$ cat src/rtl/lpt_least_loaded_assign_unit_defines.svh
// Assertion macros for the least-loaded assign unit.
// Included by the RTL files that carry concurrent checks; needs no other file.
`ifndef LPT_LEAST_LOADED_ASSIGN_UNIT_DEFINES_SVH
`define LPT_LEAST_LOADED_ASSIGN_UNIT_DEFINES_SVH
`ifndef SYNTHESIS
// Property must hold at every clock edge outside reset.
`define LPT_ASSERT(label, clk, rst, prop) \
  label: assert property (@(posedge clk) disable iff (rst) prop) \
    else $error("assertion failed: %m");
// Expression must never be true outside reset.
`define LPT_ASSERT_NEVER(label, clk, rst, expr) \
  label: assert property (@(posedge clk) disable iff (rst) !(expr)) \
    else $error("forbidden condition: %m");
`else
`define LPT_ASSERT(label, clk, rst, prop)
`define LPT_ASSERT_NEVER(label, clk, rst, expr)
`endif
`endif

$ cat src/rtl/lpt_pkg.sv
// Shared types and constants for the least-loaded assign unit.
// No dependencies; imported by lpt_alu and lpt_least_loaded_assign_unit.
`default_nettype none
package lpt_pkg;

  localparam int MAX_MACHINES_DEF = 16;
  localparam int LOAD_BITS_DEF    = 32;

  // Fixed field widths
  localparam int FUNC_W     = 2;
  localparam int JOB_W      = 16;
  localparam int SEL_W      = 4;
  localparam int PRE_W      = 32;
  localparam int NUM_W      = 5;
  localparam int IDX_W      = 4;
  localparam int OUT_LOAD_W = 32;
  localparam int S_TDATA_W  = 56;
  localparam int M_TDATA_W  = 72;
  localparam int M_PAD_W    = 4;

  localparam logic [NUM_W-1:0] NUM_MACHINES_RST = 5'd16;

  // Function codes; the fourth code is unused
  localparam logic [FUNC_W-1:0] FUNC_ASSIGN  = 2'd0;
  localparam logic [FUNC_W-1:0] FUNC_PRELOAD = 2'd1;
  localparam logic [FUNC_W-1:0] FUNC_CLEAR   = 2'd2;

  typedef enum logic [2:0] {
    ST_IDLE,
    ST_SCAN,
    ST_ADD,
    ST_PRE,
    ST_MAX,
    ST_OUT
  } state_t;

  typedef enum logic {
    ALU_CMP,
    ALU_ADD
  } alu_op_t;

  typedef struct packed {
    alu_op_t op;
  } alu_ctrl_t;

  typedef struct packed {
    logic lt;   // a < b (compare)
    logic ovf;  // sum saturated (add)
  } alu_stat_t;

endpackage
`default_nettype wire

$ cat src/rtl/lpt_ram.sv
// Generic single-write, single-read RAM with registered read data.
// No dependencies.
`default_nettype none
module lpt_ram #(
  parameter int WIDTH = 32,
  parameter int DEPTH = 16
) (
  input  wire logic                     clk,
  input  wire logic                     we,
  input  wire logic [$clog2(DEPTH)-1:0] waddr,
  input  wire logic [WIDTH-1:0]         wdata,
  input  wire logic [$clog2(DEPTH)-1:0] raddr,
  output logic      [WIDTH-1:0]         rdata
);

  logic [WIDTH-1:0] mem [DEPTH];

  always_ff @(posedge clk) begin
    if (we) begin
      mem[waddr] <= wdata;
    end
    rdata <= mem[raddr];
  end

endmodule
`default_nettype wire

$ cat src/rtl/lpt_alu.sv
// Shared compare / saturating-add unit: one adder serves both operations.
// Depends on lpt_pkg.
`default_nettype none
module lpt_alu #(
  parameter int LOAD_BITS = lpt_pkg::LOAD_BITS_DEF
) (
  input  wire lpt_pkg::alu_ctrl_t      ctrl,
  input  wire logic [LOAD_BITS-1:0]    a,
  input  wire logic [LOAD_BITS-1:0]    b,
  output logic      [LOAD_BITS-1:0]    result,
  output lpt_pkg::alu_stat_t           stat
);
  import lpt_pkg::*;

  localparam int SW = LOAD_BITS + 1;

  logic               is_cmp;
  logic [LOAD_BITS-1:0] b_op;
  logic [SW-1:0]      total;

  // compare is a - b: no carry out means a < b
  assign is_cmp   = (ctrl.op == ALU_CMP);
  assign b_op     = is_cmp ? ~b : b;
  assign total    = {1'b0, a} + {1'b0, b_op} + SW'(is_cmp);
  assign stat.lt  = is_cmp & ~total[LOAD_BITS];
  assign stat.ovf = ~is_cmp & total[LOAD_BITS];
  assign result   = stat.ovf ? {LOAD_BITS{1'b1}} : total[LOAD_BITS-1:0];

endmodule
`default_nettype wire

$ cat src/rtl/lpt_least_loaded_assign_unit.sv
// Top level of the least-loaded (LPT list scheduling) assign unit.
// Depends on lpt_pkg, lpt_ram, lpt_alu and the assertion macro header.
//
//  channel | dir | handshake               | payload
//  --------+-----+-------------------------+---------------------------------------
//  s_*     | in  | s_tvalid / s_tready     | s_tdata: func, job_time, machine_select,
//          |     |                         |         preload_load
//  m_*     | out | m_tvalid / m_tready     | m_tdata: machine_index, machine_load, makespan
//          |     |                         | m_tuser: overflow
//  cfg_*   | in  | cfg_valid / cfg_ready   | cfg_data: num_machines
//
// Assign time is set by the load scan over the n active machines: one stored load is read
// from the load RAM and compared in the shared adder per cycle. Preload passes the preload
// state, then the makespan state if the select lies in the store; clear and the unused
// code go straight to the output state. Reset clears all loads at once through per-machine
// valid bits; no sweep. The result sits in an output register, so a new transaction is
// taken while it waits; a stalled result only holds the unit once the next result is ready.
`default_nettype none
`include "lpt_least_loaded_assign_unit_defines.svh"
module lpt_least_loaded_assign_unit #(
  parameter int MAX_MACHINES = lpt_pkg::MAX_MACHINES_DEF,
  parameter int LOAD_BITS    = lpt_pkg::LOAD_BITS_DEF
) (
  input  wire logic                           clk,
  input  wire logic                           rst,
  // [1:0] func, [17:2] job_time, [21:18] machine_select, [53:22] preload_load
  input  wire logic [lpt_pkg::S_TDATA_W-1:0]  s_tdata,
  input  wire logic                           s_tvalid,
  output logic                                s_tready,
  // [3:0] machine_index, [35:4] machine_load, [67:36] makespan
  output logic      [lpt_pkg::M_TDATA_W-1:0]  m_tdata,
  // [0] overflow
  output logic                                m_tuser,
  output logic                                m_tvalid,
  input  wire logic                           m_tready,
  input  wire logic [lpt_pkg::NUM_W-1:0]      cfg_data,
  input  wire logic                           cfg_valid,
  output logic                                cfg_ready
);
  import lpt_pkg::*;

  localparam int IW = (MAX_MACHINES > 1) ? $clog2(MAX_MACHINES) : 1;  // RAM index
  localparam int CW = $clog2(MAX_MACHINES + 1);                       // count
  localparam int NW = (CW > NUM_W) ? CW : NUM_W;

  // input field views
  logic [FUNC_W-1:0] in_func;
  assign in_func = s_tdata[1:0];

  state_t state, state_next;

  // configuration
  logic [NUM_W-1:0] num_machines;
  logic [CW-1:0]    n_active;
  logic [NW-1:0]    num_ext;

  // scheduler state
  logic [MAX_MACHINES-1:0] vld, vld_next;
  logic [LOAD_BITS-1:0]    makespan, makespan_next;
  logic                    ovf_seen, ovf_seen_next;

  // scan sequencer
  logic [CW-1:0]        rd_idx, rd_idx_next;
  logic                 rd_pend, rd_pend_next;
  logic [IW-1:0]        rd_q_idx, rd_q_idx_next;
  logic [LOAD_BITS-1:0] lo, lo_next;
  logic [IW-1:0]        best, best_next;
  logic                 scan_issue;
  logic [LOAD_BITS-1:0] cand;

  // latched transaction payload
  logic [JOB_W-1:0] job_time;
  logic [SEL_W-1:0] sel;
  logic [PRE_W-1:0] pre;

  // result
  logic [IDX_W-1:0]     res_idx, res_idx_next;
  logic [LOAD_BITS-1:0] res_load, res_load_next;
  logic                 out_load;
  logic                 s_fire;

  // preload checks
  logic [63:0]          pre_w;
  logic                 pre_sat;
  logic [LOAD_BITS-1:0] pre_val;
  logic                 sel_ok;
  logic [IW-1:0]        sel_addr;

  // RAM and shared unit hookup
  logic                 ram_we;
  logic [IW-1:0]        ram_waddr;
  logic [LOAD_BITS-1:0] ram_wdata;
  logic [LOAD_BITS-1:0] ram_rdata;
  alu_ctrl_t            alu_ctrl;
  alu_stat_t            alu_stat;
  logic [LOAD_BITS-1:0] alu_a, alu_b, alu_result;

  lpt_ram #(
    .WIDTH (LOAD_BITS),
    .DEPTH (MAX_MACHINES)
  ) u_loads (
    .clk   (clk),
    .we    (ram_we),
    .waddr (ram_waddr),
    .wdata (ram_wdata),
    .raddr (rd_idx[IW-1:0]),
    .rdata (ram_rdata)
  );

  lpt_alu #(
    .LOAD_BITS (LOAD_BITS)
  ) u_alu (
    .ctrl   (alu_ctrl),
    .a      (alu_a),
    .b      (alu_b),
    .result (alu_result),
    .stat   (alu_stat)
  );

  assign cfg_ready = 1'b1;
  assign s_tready  = (state == ST_IDLE);
  assign s_fire    = s_tvalid && s_tready;

  // Active machine count: zero acts as one, clamp at the store depth
  always_comb begin
    num_ext = NW'(num_machines);
    if (num_ext == '0) begin
      n_active = CW'(1);
    end else if (num_ext > NW'(MAX_MACHINES)) begin
      n_active = CW'(MAX_MACHINES);
    end else begin
      n_active = CW'(num_ext);
    end
  end

  // Unwritten entries (since reset or clear) read as zero
  assign scan_issue = (rd_idx < n_active);
  assign cand       = vld[rd_q_idx] ? ram_rdata : '0;

  // Preload saturates to the largest load; selects beyond the store write nothing
  assign pre_w    = 64'(pre);
  assign pre_sat  = (pre_w >> LOAD_BITS) != 64'd0;
  assign pre_val  = pre_sat ? {LOAD_BITS{1'b1}} : LOAD_BITS'(pre_w);
  assign sel_ok   = 32'(sel) < MAX_MACHINES;
  assign sel_addr = IW'(sel);

  // Next state and datapath control
  always_comb begin
    state_next    = state;
    vld_next      = vld;
    makespan_next = makespan;
    ovf_seen_next = ovf_seen;
    rd_idx_next   = rd_idx;
    rd_pend_next  = rd_pend;
    rd_q_idx_next = rd_q_idx;
    lo_next       = lo;
    best_next     = best;
    res_idx_next  = res_idx;
    res_load_next = res_load;
    out_load      = 1'b0;
    ram_we        = 1'b0;
    ram_waddr     = best;
    ram_wdata     = alu_result;
    alu_ctrl.op   = ALU_CMP;
    alu_a         = makespan;
    alu_b         = res_load;

    unique case (state)
      ST_IDLE: begin
        if (s_fire) begin
          unique case (in_func)
            FUNC_ASSIGN: begin
              rd_idx_next  = '0;
              rd_pend_next = 1'b0;
              state_next   = ST_SCAN;
            end
            FUNC_PRELOAD: begin
              state_next = ST_PRE;
            end
            FUNC_CLEAR: begin
              vld_next      = '0;
              makespan_next = '0;
              ovf_seen_next = 1'b0;
              res_idx_next  = '0;
              res_load_next = '0;
              state_next    = ST_OUT;
            end
            default: begin
              // unused code: no state change, zero index and load
              res_idx_next  = '0;
              res_load_next = '0;
              state_next    = ST_OUT;
            end
          endcase
        end
      end

      ST_SCAN: begin
        // one read issued, one compare retired per cycle
        alu_ctrl.op   = ALU_CMP;
        alu_a         = cand;
        alu_b         = lo;
        rd_idx_next   = rd_idx + CW'(scan_issue);
        rd_pend_next  = scan_issue;
        rd_q_idx_next = rd_idx[IW-1:0];
        if (rd_pend && ((rd_q_idx == '0) || alu_stat.lt)) begin
          lo_next   = cand;
          best_next = rd_q_idx;
        end
        if (!scan_issue) begin
          state_next = ST_ADD;
        end
      end

      ST_ADD: begin
        alu_ctrl.op          = ALU_ADD;
        alu_a                = lo;
        alu_b                = LOAD_BITS'(job_time);
        res_load_next        = alu_result;
        res_idx_next         = IDX_W'(best);
        ovf_seen_next        = ovf_seen | alu_stat.ovf;
        ram_we               = 1'b1;
        ram_waddr            = best;
        ram_wdata            = alu_result;
        vld_next[best]       = 1'b1;
        state_next           = ST_MAX;
      end

      ST_PRE: begin
        res_idx_next = sel;
        if (sel_ok) begin
          res_load_next      = pre_val;
          ovf_seen_next      = ovf_seen | pre_sat;
          ram_we             = 1'b1;
          ram_waddr          = sel_addr;
          ram_wdata          = pre_val;
          vld_next[sel_addr] = 1'b1;
          state_next         = ST_MAX;
        end else begin
          res_load_next = '0;
          state_next    = ST_OUT;
        end
      end

      ST_MAX: begin
        // makespan only grows
        alu_ctrl.op = ALU_CMP;
        alu_a       = makespan;
        alu_b       = res_load;
        if (alu_stat.lt) begin
          makespan_next = res_load;
        end
        state_next = ST_OUT;
      end

      ST_OUT: begin
        if (!m_tvalid || m_tready) begin
          out_load   = 1'b1;
          state_next = ST_IDLE;
        end
      end

      default: begin
        state_next = ST_IDLE;
      end
    endcase
  end

  // State register
  always_ff @(posedge clk) begin
    if (rst) begin
      state <= ST_IDLE;
    end else begin
      state <= state_next;
    end
  end

  // Control state
  always_ff @(posedge clk) begin
    if (rst) begin
      num_machines <= NUM_MACHINES_RST;
      vld          <= '0;
      makespan     <= '0;
      ovf_seen     <= 1'b0;
      rd_pend      <= 1'b0;
      rd_idx       <= '0;
      m_tvalid     <= 1'b0;
    end else begin
      if (cfg_valid && cfg_ready) begin
        num_machines <= cfg_data;
      end
      vld      <= vld_next;
      makespan <= makespan_next;
      ovf_seen <= ovf_seen_next;
      rd_pend  <= rd_pend_next;
      rd_idx   <= rd_idx_next;
      if (out_load) begin
        m_tvalid <= 1'b1;
      end else if (m_tready) begin
        m_tvalid <= 1'b0;
      end
    end
  end

  // Payload
  always_ff @(posedge clk) begin
    if (s_fire) begin
      job_time <= s_tdata[17:2];
      sel      <= s_tdata[21:18];
      pre      <= s_tdata[53:22];
    end
    rd_q_idx <= rd_q_idx_next;
    lo       <= lo_next;
    best     <= best_next;
    res_idx  <= res_idx_next;
    res_load <= res_load_next;
    if (out_load) begin
      m_tdata <= {{M_PAD_W{1'b0}}, OUT_LOAD_W'(makespan), OUT_LOAD_W'(res_load), res_idx};
      m_tuser <= ovf_seen;
    end
  end

  // Chosen machine always lies among the active ones
  `LPT_ASSERT(a_best_in_range, clk, rst, (state == ST_ADD) |-> (CW'(best) < n_active))
  // Scan never retires a read beyond the active machines
  `LPT_ASSERT_NEVER(a_scan_bound, clk, rst, (state == ST_SCAN) && rd_pend && (CW'(rd_q_idx) >= n_active))
  // Makespan falls only on a clear
  `LPT_ASSERT(a_makespan_grows, clk, rst, !(s_fire && (in_func == FUNC_CLEAR)) |=> (makespan >= $past(makespan)))
  // A new result appears only out of the output state
  `LPT_ASSERT(a_result_from_out, clk, rst, $rose(m_tvalid) |-> ($past(state) == ST_OUT))

endmodule
`default_nettype wire
$ cat config.mk
export PLATFORM = sky130hd
export DESIGN_NAME = lpt_least_loaded_assign_unit
export DESIGN_NICKNAME = d
export VERILOG_FILES = /design/src/rtl/lpt_pkg.sv /design/src/rtl/lpt_ram.sv /design/src/rtl/lpt_alu.sv /design/src/rtl/lpt_least_loaded_assign_unit.sv
export VERILOG_INCLUDE_DIRS = /design/src /design/src/rtl
export SDC_FILE = /design/constraint.sdc
export NUM_CORES = 1
export LEC_CHECK = 0
export BUFFER_PORTS_ARGS = -buffer_cell sky130_fd_sc_hd__buf_2
export CAP_MARGIN = 10
export CORE_MARGIN = 5
export CORE_UTILIZATION = 63
export CTS_BUF_LIST = sky130_fd_sc_hd__clkbuf_8
export DETAILED_ROUTE_END_ITERATION = 8
export PLACE_DENSITY = 0.85
export SLEW_MARGIN = 0
export SYNTH_ARGS = -nofsm -noshare
export SYNTH_HDL_FRONTEND = slang
export SYNTH_HIERARCHICAL = 1
export SYNTH_SLANG_ARGS = --single-unit
$ cat constraint.sdc
create_clock -name clk -period 14.4 [get_ports clk]
set_input_delay 4.32 -clock clk [delete_from_list [all_inputs] [get_ports clk]]
set_output_delay 4.32 -clock clk [all_outputs]
set_load 0.02 [all_outputs]
== Yosys cells after proc, flatten, opt, wreduce, memory -nomap -nowiden ==
Memory sizes are Yosys's and may differ from the RTL's. A register that Yosys moved wholly into a read port is not among the register bits.
Cells that the tools add are included.

* Equality and inequality tests: 14
* $lt $le $gt $ge: 7
* Bitwise gates (word level): 8
* Add/subtract/negate cells: 3
* Mux-type cells: 50
* Reductions and logical operators: 25

{| class="wikitable"
|+ Operator list
! cell !! number
|-
| 2-to-1 mux 32 bit || 9
|-
| one-hot mux 32 bit (2 select lines) || 3
|-
| one-hot mux 32 bit (3 select lines) || 1
|-
| one-hot mux 16 bit (3 select lines) || 1
|-
| adder 32 x 32 -> 33 bit || 1
|-
| adder 33 x 1 -> 33 bit || 1
|-
| 2-to-1 mux 16 bit || 2
|-
| inverter 32 bit || 1
|-
| OR 16 bit || 2
|-
| 2-to-1 mux 5 bit || 4
|-
| less-than comparator 4 x 5 -> 1 bit, second input constant || 3
|-
| 2-to-1 mux 1 bit || 15
|-
| one-hot mux 3 bit (5 select lines) || 1
|-
| AND reduction 3 bit || 5
|-
| 2-to-1 mux 4 bit || 3
|-
| one-hot mux 4 bit (3 select lines) || 1
|-
| one-hot mux 5 bit (2 select lines) || 1
|-
| 2-to-1 mux 3 bit || 3
|-
| demux 1 bit (select 4 bit) || 2
|-
| >= comparator 4 x 1 -> 1 bit, second input constant || 2
|-
| inequality test 2 bit, second input constant || 4
|-
| nonzero test 2 bit || 4
|-
| == test 3 x 2 -> 1 bit, second input constant || 2
|-
| == test 3 bit, second input constant || 2
|-
| 24 further kinds || 34
|}

* Register bits after elaboration: 261
* Word-level logic and storage cells: 126
* Output and inout port bits: 76
* Input bits: 66
* Memory bits (writable): 512
* Memories kept: 1

{| class="wikitable"
|+ Memories
! name !! words !! bits a word !! read ports !! clocked after memory_dff !! wr ports !! RTL line !! text
|-
| u_loads.mem || 16 || 32 || 1 || 1 || 1 || lpt_ram.sv:16 || <nowiki>logic [WIDTH-1:0] mem [DEPTH];</nowiki>
|}

== Longest topological paths before layout ==
* Depth after elaboration: 11
* Gate-level depth with buffers: 22
* Mapped depth without buffers: 19

== Hierarchy ==
Netlist, hierarchy kept.

{| class="wikitable"
|+ By module, submodules not included
! module !! sequential area each (um2) !! cells each !! area each (um2) !! instances
|-
| lpt_ram || 16015.4 || 838 || 19835.3 || 1
|-
| lpt_least_loaded_assign_unit || 7196.9 || 1002 || 11324.6 || 1
|-
| lpt_alu || 0.0 || 351 || 2382.3 || 1
|}

== Least setup slack after synthesis ==
Ideal clock, no wire load.

* Kind: input-to-reg
* From: input m_tready
* To: register m_tdata[0] in the netlist's numbering, enable pin
* Data required time: 13.904 ns
* Stages on the path: 3
* Setup slack: 6.519 ns
* Setup time: 0.496 ns
* Path buffers: 0
* Data arrival time: 7.384 ns
* Cells stage by stage: nand2b_1 nand2_1 nor2_1

* Longest elaborated chain between the ends: 3

{| class="wikitable"
|+ RTL lines
! what !! RTL line !! text
|-
| start: declaration || lpt_least_loaded_assign_unit.sv:35 || <nowiki>input wire logic m_tready,</nowiki>
|-
| logical OR 1 bit || lpt_least_loaded_assign_unit.sv:257 || <nowiki>if (!m_tvalid || m_tready) begin</nowiki>
|-
| 2-to-1 mux 1 bit || lpt_least_loaded_assign_unit.sv:257 ||
|-
| 2-to-1 mux 1 bit || lpt_least_loaded_assign_unit.sv:168 || <nowiki>unique case (state)</nowiki>
|-
| via out_load || lpt_least_loaded_assign_unit.sv:79 || <nowiki>logic out_load;</nowiki>
|-
| end signal: assignment || lpt_least_loaded_assign_unit.sv:318 || <nowiki>m_tdata <= {{M_PAD_W{1'b0}}, OUT_LOAD_W'(makespan), OUT_LOAD_W'(res_load), res_idx};</nowiki>
|-
| end: declaration || lpt_least_loaded_assign_unit.sv:31 || <nowiki>output logic [lpt_pkg::M_TDATA_W-1:0] m_tdata,</nowiki>
|}

The timed path passes the listed nets, and every way through them passes these cells.
A chain may end at the register's enable or synchronous reset.

== Worst setup path after layout ==
* From: register state[0]
* To: output s_tready

* Longest elaborated chain between the ends: 1

{| class="wikitable"
|+ RTL lines
! what !! RTL line !! text
|-
| start: declaration || lpt_least_loaded_assign_unit.sv:50 || <nowiki>state_t state, state_next;</nowiki>
|-
| start signal: assignment || lpt_least_loaded_assign_unit.sv:274 || <nowiki>state <= state_next;</nowiki>
|-
| logical NOT 3 bit || lpt_least_loaded_assign_unit.sv:121 || <nowiki>assign s_tready = (state == ST_IDLE);</nowiki>
|-
| end: declaration || lpt_least_loaded_assign_unit.sv:29 || <nowiki>output logic s_tready,</nowiki>
|}

No other way between the ends.

==> summary.md <==
| Metric | Value |
|---|---|
| Max frequency | 154.8 MHz |
| Worst slew margin relative to its limit | 19.81% |
| Count of cell types in the netlist | 82 |
| Clock input transition at the sequential cells of the worst setup and hold paths | 0.06 ns |
| Crit start category | register |
| Min Tclk post-route | 6.458 ns |
| Per-cell routed wire length | 25.68 um |
| Initial antenna violation count | 7 |
| Post-CTS setup buffer count | 0 |
| Clock latency on the worst-skew pair | 0.73 ns |
| Critical path capture point type | primary output |
| Pin count of the biggest net entering global routing | 70 |
| Total negative setup slack | 0 ns |
| Post-CTS Resized | 0 |
| Main combinational cell family by area after synthesis | multiplexers |
| Crit Reg-Reg Startpoint | state[2] |
| Post-synthesis mux area share | 10.14% |
| CTS HTree Levels | 3 |
| Global-route usage over all layers | 27.54% |
| Worst hold endpoint | m_tdata[0] |
| Static Leakage | 12.82 nW |
| Portion of the clock cycle consumed by the worst path in the final layout | 44.85% |
| Endpoint of the worst-slack reg-to-reg timing path | u_loads/mem[5][30] |
| Part of the Yosys area used for sequential elements | 69.20% |
| Crit. Startpoint | state[0] |
| Initial standard-cell utilization of the core | 63.70% |
| Unrepaired setup endpoints after global routing | no |
| Total of flip-flops plus latches after synthesis | 805 |
| Tot Pwr | 0.006701 W |
| Clock sinks | 805 |
| Placer Congestion | 0.9881 |
| Via density per instance | 6.503 |
| Count of pins over their slew limit | 0 |
| First-pass DRT Iterations | 7 |
| Pin slew with the least headroom to its limit | 1.196 ns |
| TritonCTS Buffers | 120 |
| I/O pin count | 142 |
| Total global routing overflow | 0 |
| Run status | completed |
| CP arrival | 2.14 ns |
| Clock root buffer master | sky130_fd_sc_hd__clkbuf_8 |
| Number of DRC markers in iteration 0 | 2564 |
| Wire length of the first global-routing pass | 120500 um |
| Number of hold violations in the final report | 0 |
| Pwr per Cell Area | 179.7 mW/mm^2 |
| Maximum root-to-sink buffer count | 3 |
| HP Start | res_idx[0] |
| Warning count from the yosys run | 6 |
| Hold Crit Class | reg -> reg |
| Die width | 240.7 um |
| Drc violations | 0 |
| Vias in the first global route | 20.20k |
| Parity-gate share of the synthesized area counting xor and xnor cells | 1.462% |
| Compound-gate portion of the synthesized area | 7.528% |
| Worst Path Max Fanout | 52 |
| Most common cell after layout, fill and taps aside | sky130_fd_sc_hd__edfxtp_1 |
| Overall die height | 240.7 um |
| FF-to-FF setup slack | 8.17 ns |
| Mapped Avg Cell Area | 15.31 sq um |
| Area fraction in and, or, nand and nor cells after synthesis | 7.625% |
| Main flop type after synthesis | sky130_fd_sc_hd__edfxtp_1 |
| Critical path required time | 10.08 ns |
| Core Area | 0.05266 sq mm |
| Maximum vdd drop | 0.1123 mV |
| Crit Path Class | reg -> out |
| Number of placement rows | 84 |
| Most used cells in the layout excluding fill and tap cells | sky130_fd_sc_hd__edfxtp_1, sky130_fd_sc_hd__nand2_1, sky130_fd_sc_hd__buf_2, sky130_fd_sc_hd__clkbuf_8, sky130_fd_sc_hd__mux4_2 |
| Syn Inst Count | 2191 |
| Worst Skew | 0.04471 ns |
| Via count | 20.47k |
| Hold depth | 0 |
| Post-synthesis instance area | 0.03354 sq mm |
| Number of buffers added to fix hold violations after cts | 0 |
| Total Routed Length | 80830 um |
| Post-synthesis adder-cell area fraction | 1.440% |
| Growth of design area from synthesis to finish | 11.19% |
| Post-synth EDFFs | 709 |
| Buffers on Ports | 134 |
| Post-layout nets | 2456 |
| Share of cells above drive strength 1 | 21.93% |
| DP HPWL | 49280 um |
| Number of cells on the worst reg-to-reg path | 20 |
| Floorplan die area | 0.05796 sq mm |
| Reported max-cap violation count | 0 |
| Endpoints failing setup | 0 |
| Antenna viol nets, final | 0 |
| Async SR Flop Fraction | 0% |
| CTS tree | yes |
==> layer usage <==
metal	routed length, um	global-route usage [%]	vias to the layer above
li1	-	-	8735
met2	39760	45.08	1397
met5	7	0	-
met4	2672	10.63	2
met1	30270	37.80	10140
met3	8125	4.811	203
==> worst max-delay path, cell delays in order, from the launching register on <==
cell and delay [ns]:
sky130_fd_sc_hd__dfxtp_2 0.31, sky130_fd_sc_hd__buf_4 0.36, sky130_fd_sc_hd__nor3_1 0.49, sky130_fd_sc_hd__buf_2 0.26
==> stage by stage <==
step	utilization, %	instance area, sq um	hold WS (ns)	std cells	worst slack (ns)
floorplan	-	33550	0.4003	2194	6.519
global placement	66.24	34880	0.4022	2916	8.218
detailed placement	66.24	34880	0.4099	2916	8.081
CTS	70.77	37260	0.4246	3144	7.889
global route	70.82	37290	0.4271	3147	7.880
finish	70.83	37290	0.4212	3148	7.942
==> cell usage after synthesis (5+ instances only) <==
cell | count | area (sq um)
sky130_fd_sc_hd__edfxtp_1 | 709 | 21290
sky130_fd_sc_hd__nand2_1 | 265 | 994.7
sky130_fd_sc_hd__mux4_2 | 128 | 2883
sky130_fd_sc_hd__a22oi_1 | 114 | 855.8
sky130_fd_sc_hd__dfxtp_1 | 96 | 1922
sky130_fd_sc_hd__nor2_1 | 87 | 326.6
sky130_fd_sc_hd__nand3_1 | 70 | 350.3
sky130_fd_sc_hd__clkbuf_1 | 56 | 210.2
sky130_fd_sc_hd__a21oi_1 | 55 | 275.3
sky130_fd_sc_hd__o21ai_0 | 54 | 270.3
sky130_fd_sc_hd__xnor2_1 | 49 | 429.2
sky130_fd_sc_hd__inv_1 | 47 | 176.4
sky130_fd_sc_hd__mux2i_1 | 45 | 450.4
sky130_fd_sc_hd__and2_1 | 42 | 262.8
sky130_fd_sc_hd__buf_2 | 42 | 210.2
sky130_fd_sc_hd__ha_1 | 37 | 462.9
sky130_fd_sc_hd__o21ai_1 | 34 | 170.2
sky130_fd_sc_hd__o21a_1 | 22 | 165.2
sky130_fd_sc_hd__buf_1 | 19 | 71.32
sky130_fd_sc_hd__nand4_1 | 19 | 118.9
sky130_fd_sc_hd__buf_4 | 18 | 135.1
sky130_fd_sc_hd__a22o_1 | 16 | 140.1
sky130_fd_sc_hd__nor2b_1 | 16 | 100.1
sky130_fd_sc_hd__nand2b_1 | 13 | 81.33
sky130_fd_sc_hd__nor3_1 | 13 | 65.06
sky130_fd_sc_hd__a21oi_2 | 9 | 78.83
sky130_fd_sc_hd__a21o_1 | 8 | 60.06
sky130_fd_sc_hd__o21ai_2 | 8 | 70.07
sky130_fd_sc_hd__xor2_1 | 7 | 61.31
sky130_fd_sc_hd__mux2_2 | 6 | 67.56
sky130_fd_sc_hd__nand3b_1 | 6 | 45.04
sky130_fd_sc_hd__o211ai_1 | 5 | 37.54
==> power breakdown <==
part | switching [W] | internal, W
clock | 0.000870 | 0.000944
sequential | 0.0000897 | 0.00315
combinational | 0.00116 | 0.000484
==> registers in the layout (all words and copies together), names as in the netlist, 16 cells and up <==
signal,cells
u_loads/mem,512
m_tdata,68
lo,32
makespan,32
pre,32
res_load,32
u_loads/rdata,32
job_time,16
vld,16
==> logic make-up after synthesis <==
kind of cell | after synthesis
muxes | 179
and+or+nand+nor | 558
AOI/OAI and AO/OA | 363
adders and majority gates | 38
DFF | 805
xor gates and xnor gates | 56
buffers and inverters | 190
other | 2
==> cell type report <==
cell class,instances,area (sq um)
tap,688,860.8
inverter,50,188.9
fill,3078,15360
sequential,805,23220
clock buffer,130,1789
multi-input combinational,1199,9638
antenna,2,5.005
timing repair buffer,176,998.5
clock inverter,98,593.1
==> worst max path at each step <==
stage | endpoint | slack (ns) | depth (start not counted)
floorplan | m_tdata[0] | 6.52 | 3
global placement | state[1] | 8.22 | 4
detailed placement | makespan[13] | 8.08 | 4
CTS | s_tready | 7.89 | 3
global route | s_tready | 7.88 | 3
finish | s_tready | 7.94 | 3
No activity file was read; power rests on OpenSTA's default activity.
